===== src/hw/rtl/imfc_pkg.sv =====
// ----------------------------------------------------------------------------
// imfc_pkg
// Types, constants and match patterns of the image format magic classifier.
// ----------------------------------------------------------------------------
`default_nettype none

package imfc_pkg;

	localparam int HEADER_DEPTH = 17;
	localparam int SCAN_WINDOW  = 200;
	localparam int CNT_W        = 8;

	typedef logic [7:0] byte_t;
	typedef logic [CNT_W-1:0] cnt_t;
	typedef logic [2:0] prog_t;
	typedef logic [HEADER_DEPTH-1:0][7:0] hdr_t;

	typedef enum logic [3:0] {
		KIND_UNKNOWN   = 4'd0,
		KIND_JPEG      = 4'd1,
		KIND_PNG       = 4'd2,
		KIND_WEBP      = 4'd3,
		KIND_GIF       = 4'd4,
		KIND_BMP       = 4'd5,
		KIND_ICO       = 4'd6,
		KIND_TIFF      = 4'd7,
		KIND_SGI       = 4'd8,
		KIND_PSD       = 4'd9,
		KIND_PDF       = 4'd10,
		KIND_XBM       = 4'd11,
		KIND_TGA       = 4'd12,
		KIND_SVG       = 4'd13,
		KIND_TOO_SHORT = 4'd14
	} kind_t;

	// Per-body scan status handed from the scanner to the classifier
	typedef struct packed {
		cnt_t len;     // byte count including the byte being taken
		logic markup;  // svg or xml tag seen, including the byte being taken
	} scan_stat_t;

	localparam prog_t SVG_LEN = 3'd4;
	localparam prog_t XML_LEN = 3'd5;
	localparam byte_t CH_LT   = 8'h3C;

	// Characters of "<svg"
	function automatic byte_t svg_char(input prog_t p);
		byte_t c;
		unique case (p)
			3'd0:    c = 8'h3C;
			3'd1:    c = 8'h73;
			3'd2:    c = 8'h76;
			3'd3:    c = 8'h67;
			default: c = 8'h00;
		endcase
		return c;
	endfunction

	// Characters of "<?xml"
	function automatic byte_t xml_char(input prog_t p);
		byte_t c;
		unique case (p)
			3'd0:    c = 8'h3C;
			3'd1:    c = 8'h3F;
			3'd2:    c = 8'h78;
			3'd3:    c = 8'h6D;
			3'd4:    c = 8'h6C;
			default: c = 8'h00;
		endcase
		return c;
	endfunction

endpackage

`default_nettype wire


===== src/hw/rtl/image_format_magic_classifier.sv =====
// The result appears in the output register in the cycle after the final byte is taken.
// Throughput: one byte per cycle; a new body may start the cycle after a final byte.
// Input is stalled only while a result waits in the output register and out_ready is low.
// The rate is set by the header cell chain and matchers, which update once per byte.
// Reset clears counters, matchers, fill flags and the output valid; header bytes are not
// cleared and are rewritten by each body.
// ----------------------------------------------------------------------------
// image_format_magic_classifier
// Streams file body bytes through a chain of header cells and tag matchers and
// reports the image format kind on the final byte.
// ----------------------------------------------------------------------------
`default_nettype none

module image_format_magic_classifier (
	input  wire logic            clk,
	input  wire logic            arst_n,
	input  wire logic            in_valid,
	output logic                 in_ready,
	input  wire imfc_pkg::byte_t body_byte,
	input  wire logic            final_byte,
	output logic                 out_valid,
	input  wire logic            out_ready,
	output logic [3:0]           format_kind,
	output logic                 deferred
);
	import imfc_pkg::*;

	logic       take;
	logic       filled [HEADER_DEPTH];
	hdr_t       hdr;
	scan_stat_t stat;
	kind_t      kind;
	logic       out_valid_q;
	kind_t      kind_q;
	logic       deferred_q;

	assign in_ready = !out_valid_q || out_ready;
	assign take     = in_valid && in_ready;

	// Header cell chain
	for (genvar i = 0; i < HEADER_DEPTH; i++) begin : g_cell
		logic prev;
		if (i == 0) begin : g_head
			assign prev = 1'b1;
		end else begin : g_body
			assign prev = filled[i-1];
		end
		imfc_cell u_cell (
			.clk         (clk),
			.arst_n      (arst_n),
			.take        (take),
			.last        (final_byte),
			.prev_filled (prev),
			.data_in     (body_byte),
			.filled      (filled[i]),
			.view        (hdr[i])
		);
	end

	imfc_scan u_scan (
		.clk     (clk),
		.arst_n  (arst_n),
		.take    (take),
		.last    (final_byte),
		.data_in (body_byte),
		.stat    (stat)
	);

	imfc_classify u_classify (
		.hdr  (hdr),
		.stat (stat),
		.kind (kind)
	);

	// Hold the result until the downstream takes it
	always_ff @(posedge clk or negedge arst_n) begin
		if (!arst_n) begin
			out_valid_q <= 1'b0;
		end else if (take && final_byte) begin
			out_valid_q <= 1'b1;
		end else if (out_ready) begin
			out_valid_q <= 1'b0;
		end
	end

	// Load the result payload
	always_ff @(posedge clk) begin
		if (take && final_byte) begin
			kind_q     <= kind;
			deferred_q <= (kind == KIND_JPEG) || (kind == KIND_PNG) ||
				(kind == KIND_WEBP) || (kind == KIND_GIF);
		end
	end

	assign out_valid   = out_valid_q;
	assign format_kind = kind_q;
	assign deferred    = deferred_q;

endmodule

`default_nettype wire


===== src/hw/rtl/imfc_cell.sv =====
// ----------------------------------------------------------------------------
// imfc_cell
// One header byte cell. A fill flag runs down the chain: a cell captures the
// request byte when its left neighbor is filled and it is not.
// ----------------------------------------------------------------------------
`default_nettype none

module imfc_cell (
	input  wire logic           clk,
	input  wire logic           arst_n,
	input  wire logic           take,
	input  wire logic           last,
	input  wire logic           prev_filled,
	input  wire imfc_pkg::byte_t data_in,
	output logic                filled,
	output imfc_pkg::byte_t     view
);
	import imfc_pkg::*;

	logic  filled_q;
	byte_t byte_q;
	logic  wr;

	assign wr     = take && prev_filled && !filled_q;
	assign filled = filled_q;
	// Show the byte being written this cycle so the final byte is classified
	assign view   = wr ? data_in : byte_q;

	// Advance the fill flag; drop it at the end of a body
	always_ff @(posedge clk or negedge arst_n) begin
		if (!arst_n) begin
			filled_q <= 1'b0;
		end else if (take) begin
			filled_q <= last ? 1'b0 : (filled_q | wr);
		end
	end

	// Capture the header byte
	always_ff @(posedge clk) begin
		if (wr) begin
			byte_q <= data_in;
		end
	end

endmodule

`default_nettype wire


===== src/hw/rtl/imfc_scan.sv =====
// ----------------------------------------------------------------------------
// imfc_scan
// Saturating byte counter and case-insensitive "<svg" / "<?xml" matchers
// over the scan window, stopping at the first zero byte.
// ----------------------------------------------------------------------------
`default_nettype none

module imfc_scan (
	input  wire logic            clk,
	input  wire logic            arst_n,
	input  wire logic            take,
	input  wire logic            last,
	input  wire imfc_pkg::byte_t data_in,
	output imfc_pkg::scan_stat_t stat
);
	import imfc_pkg::*;

	cnt_t  count_q;
	prog_t svg_q, xml_q;
	logic  zero_q, markup_q;

	prog_t svg_d, xml_d;
	logic  zero_d, markup_d;
	prog_t svg_step, xml_step;
	byte_t lc;
	logic  in_window;

	assign in_window = (count_q < cnt_t'(SCAN_WINDOW)) && !zero_q;
	assign lc = (data_in >= 8'h41 && data_in <= 8'h5A) ? (data_in + 8'h20) : data_in;

	// Step both matchers on the lower-cased byte
	always_comb begin
		svg_step = (svg_q < SVG_LEN && lc == svg_char(svg_q)) ? (svg_q + 3'd1) :
			((lc == CH_LT) ? 3'd1 : 3'd0);
		xml_step = (xml_q < XML_LEN && lc == xml_char(xml_q)) ? (xml_q + 3'd1) :
			((lc == CH_LT) ? 3'd1 : 3'd0);
		svg_d    = svg_q;
		xml_d    = xml_q;
		zero_d   = zero_q;
		markup_d = markup_q;
		if (in_window) begin
			if (data_in == 8'h00) begin
				zero_d = 1'b1;
			end else if (svg_step >= SVG_LEN || xml_step >= XML_LEN) begin
				markup_d = 1'b1;
				svg_d    = 3'd0;
				xml_d    = 3'd0;
			end else begin
				svg_d = svg_step;
				xml_d = xml_step;
			end
		end
	end

	assign stat.len    = (count_q == '1) ? count_q : (count_q + cnt_t'(1));
	assign stat.markup = markup_d;

	// Update per-body state; clear it after the final byte
	always_ff @(posedge clk or negedge arst_n) begin
		if (!arst_n) begin
			count_q  <= '0;
			svg_q    <= '0;
			xml_q    <= '0;
			zero_q   <= 1'b0;
			markup_q <= 1'b0;
		end else if (take) begin
			if (last) begin
				count_q  <= '0;
				svg_q    <= '0;
				xml_q    <= '0;
				zero_q   <= 1'b0;
				markup_q <= 1'b0;
			end else begin
				count_q  <= stat.len;
				svg_q    <= svg_d;
				xml_q    <= xml_d;
				zero_q   <= zero_d;
				markup_q <= markup_d;
			end
		end
	end

endmodule

`default_nettype wire


===== src/hw/rtl/imfc_classify.sv =====
// ----------------------------------------------------------------------------
// imfc_classify
// Priority decision of the format kind from the header bytes and scan status.
// ----------------------------------------------------------------------------
`default_nettype none

module imfc_classify (
	input  wire imfc_pkg::hdr_t     hdr,
	input  wire imfc_pkg::scan_stat_t stat,
	output imfc_pkg::kind_t          kind
);
	import imfc_pkg::*;

	logic tga_depth, riff, webp, gif, pdf, psd, xbm, ico_tga, ico, tga_type;
	cnt_t len;

	assign len       = stat.len;
	assign tga_depth = (hdr[16] >= 8'd8) && (hdr[16] <= 8'd32);
	assign riff = hdr[0] == 8'h52 && hdr[1] == 8'h49 && hdr[2] == 8'h46 && hdr[3] == 8'h46;
	assign webp = hdr[8] == 8'h57 && hdr[9] == 8'h45 && hdr[10] == 8'h42 && hdr[11] == 8'h50;
	assign gif  = hdr[0] == 8'h47 && hdr[1] == 8'h49 && hdr[2] == 8'h46 && hdr[3] == 8'h38 &&
		(hdr[4] == 8'h37 || hdr[4] == 8'h39) && hdr[5] == 8'h61;
	assign psd  = hdr[0] == 8'h38 && hdr[1] == 8'h42 && hdr[2] == 8'h50 && hdr[3] == 8'h53;
	assign pdf  = hdr[0] == 8'h25 && hdr[1] == 8'h50 && hdr[2] == 8'h44 && hdr[3] == 8'h46 &&
		hdr[4] == 8'h2D;
	assign xbm  = hdr[0] == 8'h23 && hdr[1] == 8'h64 && hdr[2] == 8'h65 && hdr[3] == 8'h66 &&
		hdr[4] == 8'h69 && hdr[5] == 8'h6E && hdr[6] == 8'h65;
	// ICO header unless it reads as a TGA one
	assign ico_tga = len >= 8'd18 && hdr[2] == 8'h02 && hdr[3] == 8'h00 && tga_depth;
	assign ico  = hdr[0] == 8'h00 && hdr[1] == 8'h00 && (hdr[2] == 8'h01 || hdr[2] == 8'h02) &&
		hdr[3] == 8'h00 && !ico_tga;
	assign tga_type = hdr[2] == 8'd1 || hdr[2] == 8'd2 || hdr[2] == 8'd3 ||
		hdr[2] == 8'd9 || hdr[2] == 8'd10 || hdr[2] == 8'd11;

	// Apply the tests in priority order
	always_comb begin
		priority if (len < 8'd4) begin
			kind = KIND_TOO_SHORT;
		end else if (hdr[0] == 8'hFF && hdr[1] == 8'hD8) begin
			kind = KIND_JPEG;
		end else if (hdr[0] == 8'h89 && hdr[1] == 8'h50 && hdr[2] == 8'h4E &&
				hdr[3] == 8'h47) begin
			kind = KIND_PNG;
		end else if (len >= 8'd12 && riff && webp) begin
			kind = KIND_WEBP;
		end else if (len >= 8'd6 && gif) begin
			kind = KIND_GIF;
		end else if (hdr[0] == 8'h42 && hdr[1] == 8'h4D) begin
			kind = KIND_BMP;
		end else if (ico) begin
			kind = KIND_ICO;
		end else if ((hdr[0] == 8'h49 && hdr[1] == 8'h49 && hdr[2] == 8'h2A &&
				hdr[3] == 8'h00) || (hdr[0] == 8'h4D && hdr[1] == 8'h4D &&
				hdr[2] == 8'h00 && hdr[3] == 8'h2A)) begin
			kind = KIND_TIFF;
		end else if (len >= 8'd18 && hdr[0] == 8'h01 && hdr[1] == 8'hDA) begin
			kind = KIND_SGI;
		end else if (len >= 8'd26 && psd) begin
			kind = KIND_PSD;
		end else if (len >= 8'd5 && pdf) begin
			kind = KIND_PDF;
		end else if (len > 8'd32 && xbm) begin
			kind = KIND_XBM;
		end else if (len >= 8'd18 && (hdr[1] == 8'h00 || hdr[1] == 8'h01) && tga_type &&
				tga_depth) begin
			kind = KIND_TGA;
		end else if (stat.markup) begin
			kind = KIND_SVG;
		end else begin
			kind = KIND_UNKNOWN;
		end
	end

endmodule

`default_nettype wire


===== config.mk =====
export PLATFORM = sky130hd
export DESIGN_NAME = image_format_magic_classifier
export DESIGN_NICKNAME = d
export VERILOG_FILES = /design/src/hw/rtl/imfc_pkg.sv /design/src/hw/rtl/image_format_magic_classifier.sv /design/src/hw/rtl/imfc_cell.sv /design/src/hw/rtl/imfc_scan.sv /design/src/hw/rtl/imfc_classify.sv
export SDC_FILE = /design/constraint.sdc
export NUM_CORES = 1
export LEC_CHECK = 0
export ABC_AREA = 1
export BUFFER_PORTS_ARGS = -buffer_cell sky130_fd_sc_hd__buf_4
export CORE_MARGIN = 2
export CORE_UTILIZATION = 45
export CTS_BUF_LIST = sky130_fd_sc_hd__clkbuf_4 sky130_fd_sc_hd__clkbuf_8 sky130_fd_sc_hd__clkbuf_16
export DETAILED_ROUTE_END_ITERATION = 7
export PLACE_DENSITY = 0.59
export SLEW_MARGIN = 10
export SYNTH_ARGS = -nofsm -noshare
export SYNTH_HDL_FRONTEND = slang
export SYNTH_SLANG_ARGS = --single-unit

===== constraint.sdc =====
create_clock -name clk -period 3.65 [get_ports clk]
set_input_delay 0.73 -clock clk [delete_from_list [all_inputs] [get_ports clk]]
set_output_delay 0.73 -clock clk [all_outputs]
set_load 0.05 [all_outputs]

==> impl_metrics.ini, run 1 <==
[drt]
drc_errors = 0
ant_nets = 0
wire_per_inst_um = 15.6
viasPerCell = 5.09
totalWireLength_um = 21200
drtIter0Drc = 603
vias = 6929
dr.pass1.iters = 6

[critical_path]
reg2reg_depth = 25
startpoint_type = flip-flop
crit_fanout = 16
required_ns = 3.84
critical_path_arrival_ns = 3.54
path_class = reg2reg
critPathCaptureType = flip-flop

[timing]
fin_tns_setup_ns = 0
skew_ns = 0.00593
finalCritPeriodShare_pct = 91.9
maxSlewViolCount = 0
worst_pin_slew_ns = 0.641
min_period_ns = 3.35
final-setup-viol-count = 0
grt_setup_unrepaired = false
hold_viol = 0
setup_slack_ns = 0.296
fmax_ghz = 0.298
maxSlewHeadroom_pct = 56.8

[synthesis]
synthTopCellsByArea = dfxtp_1 (26%), dfrtp_1 (12%), nand2_1 (11%)
synth_edf_count = 5
synth-seq-area-share_pct = 39.5
netlist_area_sq_mm = 0.00739
ys_async_sr_fraction_pct = 25.2
synth_top_area_share_pct = 26.0
synth.distinct_cells = 47
synth_area_per_cell_sq_um = 6.95
synth_ff_type = dfxtp_1
yosys_warnings = 0
ys_ff_latch = 135
syn_inst = 1064
synth_area_leader_cell = dfxtp_1
synth_nets = 1089

[clocking]
cts_root_buffer = clkbuf_16
clk_latency_ns = 0.43
clk_pin_slew_ns = 0.06
clkSinkCount = 135
cts_tree = done
cts-htree-levels = 4
numCtsBuffers = 17
clockBufferDepth = 2
postCtsSetupRepairBufs = 0

[place]
post-place-ws_ns = -0.129
dp_hpwl_um = 16200
routabilityCongestion = 1.02
io_buffer_count = 19

[grt]
grt.busiest_layer = met2
antenna_found_initial = 0
met3_usage_pct = 4.15
use_met1_pct = 34.9
grt_max_degree = 35
grt_pass1_vias = 6440
grtUsageTotal_pct = 25.1
gr-usage-met2_pct = 38.3
grt_overflow_total = 0
grt_pass1_wl_um = 34200

[die]
die-area_sq_mm = 0.0175
die_w_um = 132
io_pins = 20
rows = 46
start_util_pct = 46.2
coreArea_sq_mm = 0.0160
fp.dieH_um = 132

[power_and_ir_drop]
power.internal_mw = 3.73
power_leakage_nw = 4.28
power.density_mw_per_mm2 = 694
switchingPower_mw = 2.32
p_sw_share_pct = 38.3
ir_worst_vdd_v = 0.000377
seq_power_share_pct = 36.4
p_comb_share_pct = 35.2
clockPowerShare_pct = 28.4

[status]
status = complete, no violations

[layout]
fin_util_pct = 54.5
area_growth_pct = 17.9
drive_gt1_share_pct = 15.4
nNetsFinal = 1158
diodes = 0
final_common_cell = nand2_1
final_cell_mix = nand2_1 (225), inv_1 (198), o21ai_0 (99)

[job]
drv_cap = 0

[hold_path]
hp-class = in2async
-- cells in the mapped netlist (3+ instances only) --
cell type / count
dfrtp_1: 34
edfxtp_1: 5
or2_2: 9
ha_1: 12
inv_2: 20
inv_1: 198
o21ai_0: 101
clkbuf_1: 8
nand2_2: 3
nand3_2: 3
buf_6: 4
o21ai_2: 11
buf_2: 9
nand3_4: 4
nor2_1: 86
nor3_1: 33
dfxtp_1: 96
o21ai_1: 16
nor2_2: 5
o211ai_1: 3
nor4_1: 15
xor2_1: 8
nand3_1: 69
o22ai_1: 8
nor3_2: 4
a21oi_1: 13
nand4_1: 32
a31oi_1: 4
nor4_2: 3
nand2_1: 225
-- stage by stage --
stage          power, mW  instance area [sq um]  hold slack (ns)  instances
2_1_floorplan       3.65                   7390            0.414       1064
3_3_place_gp        4.30                   8120            0.425       1330
3_5_place_dp        4.32                   8120            0.428       1330
4_1_cts             6.06                   8710            0.254       1362
5_1_grt             6.50                   8720            0.282       1362
6_report            6.05                   8720            0.240       1362
-- metal layers --
layer | wire [um] | vias up
met1 | 10100 | 3096
met4 | 712 | 0
li1 | - | 3566
met5 | 0 | -
met3 | 1260 | 47
met2 | 9160 | 220
-- final cells by class --
type | instances | area, sq um
Clock buffer | 18 | 439
Clock inverter | 14 | 148
Timing Repair Buffer | 72 | 591
Multi-Input combinational cell | 686 | 3510
Tap cell | 216 | 270
Sequential cell | 135 | 2920
Fill cell | 1602 | 7280
Inverter | 221 | 832
-- cells by family after synthesis --
family / after synthesis / share of synthesized area [%]
simple gates: 504 / 32.2
buf+inv: 243 / 13.1
compound gates: 162 / 12.2
flops: 135 / 39.5
fa+ha+maj: 12 / 2.03
xor+xnor: 8 / 0.948
-- sequential cells by signal (all words and copies together), names as in the netlist --
register	count
deferred	1
format_kind	4
g_cell.u_cell.byte_q	96
g_cell.u_cell.filled	17
out_valid	1
u_scan.count_q	8
u_scan.markup_q	1
u_scan.svg_q	3
u_scan.xml_q	3
u_scan.zero_q	1
-- worst max-delay path, cell delays in order, from the launching register on --
cell and delay [ns]:
dfrtp_1 0.42, a21oi_4 0.18, buf_12 0.17, nand2_2 0.22, o21ai_1 0.43, nand2_1 0.30, nor2_1 0.18, nand2_1 0.07
nor2_1 0.14, nand4_1 0.09, nor2_1 0.10, nand3_1 0.08, nand2_1 0.08, nand2_1 0.05, nand2_1 0.05, nand2_1 0.05
nand2_1 0.05, nand2_1 0.05, nand2_1 0.05, nand2_1 0.05, nand2_1 0.06, nand2_2 0.06, nand3_1 0.06, nand2_1 0.05
inv_1 0.04, nor2_1 0.03
-- timing repair --
item | 4_1_cts | 5_1_grt
endpoints found under the setup margin | 0 | 1
gates resized for setup | 0 | 4
hold buffers | 0 | 0
hold endpoints to repair | 0 | 0
-- power by group through the flow --
stage | Clock, mW | Sequential, mW | Combinational [mW]
after floorplan | 0 | 2.21 | 1.44
after global placement | 0 | 2.22 | 2.08
after detailed placement | 0 | 2.23 | 2.09
after CTS | 1.75 | 2.21 | 2.10
after global routing | 1.81 | 2.26 | 2.44
final | 1.72 | 2.20 | 2.13
-- worst paths after layout --
kind | startpoint | end | slack (ns)
max | out_valid$_DFFE_PN0P_ | deferred$_DFFE_PP_ | 0.30
min | arst_n | u_scan.count_q[3]$_DFFE_PN0P_ | 0.24
max reg2reg | out_valid$_DFFE_PN0P_ | deferred$_DFFE_PP_ | 0.30
min reg2reg | g_cell[9].u_cell.byte_q[6]$_DFF_P_ | g_cell[9].u_cell.byte_q[6]$_DFF_P_ | 0.44
max in group asynchronous | arst_n | u_scan.zero_q$_DFFE_PN0P_ | 3.09
min in group clk | g_cell[9].u_cell.byte_q[6]$_DFF_P_ | g_cell[9].u_cell.byte_q[6]$_DFF_P_ | 0.44
Note: power is estimated with default switching activity, not from simulation.
==> inputs of run 2 (changes only) <==
--- a/config.mk
+++ b/config.mk
@@ -5,8 +5,8 @@
 export SDC_FILE = /design/constraint.sdc
 export NUM_CORES = 1
 export LEC_CHECK = 0
-export ABC_AREA = 1
 export BUFFER_PORTS_ARGS = -buffer_cell sky130_fd_sc_hd__buf_4
+export CAP_MARGIN = 15
 export CORE_MARGIN = 2
 export CORE_UTILIZATION = 45
 export CTS_BUF_LIST = sky130_fd_sc_hd__clkbuf_4 sky130_fd_sc_hd__clkbuf_8 sky130_fd_sc_hd__clkbuf_16
==> run 2 against run 1 <==
Net effect: sequential power rose by 14%; setup slack improved by 0.055 ns; final cell count fell by 6.9%; clock-buffer cell count rose by 1; hold slack got worse by 0.0029 ns; die area rose by 11%; utilization barely moved; wire length rose by 34%.
==> impl_metrics.ini, run 2 <==
[layout]
final_common_cell = buf_4
top_register = g_cell.u_cell.byte_q
nNetsFinal = 1051
diodes = 0
area_growth_pct = 18.6
largest_register_ff_count = 96
drive_gt1_share_pct = 22.4
fin_util_pct = 54.5
final_cell_mix = buf_4 (118), dfxtp_1 (96), nand2_1 (80)

[synthesis]
synth_nets = 978
synth_top_area_share_pct = 23.3
synthTopCellsByArea = dfxtp_1 (23%), dfrtp_1 (10%), mux2_2 (6.6%)
syn_inst = 953
synthTopCellsByCount = dfxtp_1 (96), nand2_1 (80), nor2_1 (70), o21ai_0 (51), mux2_2 (48)
synth_most_common_cell = dfxtp_1
synth-seq-area-share_pct = 35.4
synth_area_per_cell_sq_um = 8.66
netlist_area_sq_mm = 0.00825
ys_async_sr_fraction_pct = 25.2
yosys_warnings = 0
synth_ff_type = dfxtp_1
synth.distinct_cells = 96
ys_ff_latch = 135
synth_area_leader_cell = dfxtp_1
synth_edf_count = 5

[timing]
final-setup-viol-count = 0
hold_viol = 0
min_period_ns = 3.30
fin_tns_setup_ns = 0
maxSlewHeadroom_pct = 51.8
maxSlewViolCount = 0
fmax_ghz = 0.303
finalCritPeriodShare_pct = 90.4
grt_setup_unrepaired = false
skew_ns = 0.0135
worst_pin_slew_ns = 0.712
fin_hold_ws_ns = 0.238

[grt]
grt_pass1_vias = 7495
grt_max_degree = 36
grt_pass1_wl_um = 44000
grt_overflow_total = 0
antenna_found_initial = 0
grtUsageTotal_pct = 29.6

[drt]
drtIter0Drc = 650
vias = 7784
totalWireLength_um = 28400
ant_nets = 0
drc_errors = 0
wire_per_inst_um = 22.4
viasPerCell = 6.14
dr.pass1.iters = 6

[clocking]
clk_latency_ns = 0.44
cts_resized = 0
cts-htree-levels = 4
postCtsSetupRepairBufs = 0
cts_tree = done
clkSinkCount = 135
cts_hold_buf = 0
cts_root_buffer = clkbuf_16
numCtsBuffers = 17
clk_pin_slew_ns = 0.07
clockBufferDepth = 2

[power_and_ir_drop]
ir_worst_vdd_v = 0.000484
power.density_mw_per_mm2 = 654
power_leakage_nw = 4.16

[die]
start_util_pct = 45.9
fp.dieH_um = 139
io_pins = 20
die_w_um = 139
die-area_sq_mm = 0.0194
coreArea_sq_mm = 0.0180
rows = 49

[job]
drv_cap = 0

[place]
io_buffer_count = 19
dp_hpwl_um = 21900
routabilityCongestion = 1.03

[status]
status = complete, no violations

[critical_path]
critical_path_arrival_ns = 3.48
startpoint_type = flip-flop
required_ns = 3.84
crit_fanout = 11
path_class = reg2reg
critPathCaptureType = flip-flop

[hold_path]
hp-class = in2async
-- run 2: cell types whose count changed after synthesis, moves of 15 or more --
cell / before / now
inv_2: 20 / 0
o21ai_1: 16 / 0
o21ai_0: 101 / 51
o31ai_1: 0 / 15
nor2_1: 86 / 70
a21oi_1: 13 / 40
mux2i_1: 0 / 32
inv_1: 198 / 33
nor2b_1: 0 / 24
nand3_1: 69 / 26
nand2_1: 225 / 80
mux2_2: 0 / 48
clkbuf_1: 8 / 34
-- run 2: path summary, 6_finish.rpt --
path,from,endpoint,slack (ns),cells after the start
max,u_scan.count_q[0]$_DFFE_PN0P_,deferred$_DFFE_PP_,0.35,9
min,arst_n,u_scan.count_q[3]$_DFFE_PN0P_,0.24,1
max reg2reg,u_scan.count_q[0]$_DFFE_PN0P_,deferred$_DFFE_PP_,0.35,9
min reg2reg,g_cell[8].u_cell.byte_q[1]$_DFF_P_,g_cell[8].u_cell.byte_q[1]$_DFF_P_,0.45,2
max in group asynchronous,arst_n,g_cell[9].u_cell.filled$_DFFE_PN0P_,3.10,1
min in group clk,g_cell[8].u_cell.byte_q[1]$_DFF_P_,g_cell[8].u_cell.byte_q[1]$_DFF_P_,0.45,2
-- run 2: cells by family (layout without fill, tap and decap cells) --
| group | Yosys count | count (layout) | share of synthesized area, % |
|---|---|---|---|
| adders and majority gates | 12 | 12 | 1.82 |
| buffers and inverters | 104 | 190 | 5.85 |
| and+or+nand+nor | 405 | 405 | 28.0 |
| muxes | 81 | 81 | 10.6 |
| xor gates and xnor gates | 9 | 9 | 0.955 |
| DFF | 135 | 135 | 35.4 |
| AOI/OAI and AO/OA | 207 | 207 | 17.3 |
-- run 2: area by class of cell --
class / instances / area (sq um)
clock buffer: 19 / 464
clock inverter: 13 / 144
fill: 1713 / 8180
inverter: 35 / 136
multi-input combinational: 714 / 4850
sequential: 135 / 2920
tap: 229 / 287
timing repair buffer: 123 / 986
-- run 2: critical path, stage by stage (launching register included) --
cell      delay [ns]
dfrtp_1         0.49
ha_1            0.36
or3_1           0.42
a21oi_1         0.37
o311ai_1        0.33
and4_1          0.26
nor4_1          0.47
a211oi_2        0.15
xnor2_1         0.15
nor2_1          0.05
-- run 2: metal layers --
layer | vias up | GRT usage [%] | wire length (um) | share of wire [%]
li1 | 3715 | - | - | -
met1 | 3697 | 39.5 | 12600 | 44
met2 | 306 | 46.2 | 12700 | 45
met3 | 66 | 6.61 | 2040 | 7.2
met4 | 0 | 12.9 | 1070 | 3.8
met5 | - | 0 | 0 | 0
-- run 2: through the flow --
stage          total power [mW]  instance area, sq um  setup slack, ns  instances
2_1_floorplan              3.77                  8250            0.486        953
3_3_place_gp               4.59                  9180           0.0446       1236
3_5_place_dp               4.61                  9180           0.0994       1236
4_1_cts                    6.39                  9790            0.364       1268
5_1_grt                    6.75                  9790           0.0874       1268
6_report                   6.41                  9790            0.351       1268
-- run 2: report_power, final --
| group | leakage (nW) | internal, mW | total (mW) | switching, mW |
|---|---|---|---|---|
| clock network | 0.301 | 0.976 | 1.78 | 0.803 |
| registers | 1.30 | 2.08 | 2.50 | 0.413 |
| logic | 2.56 | 0.963 | 2.13 | 1.17 |
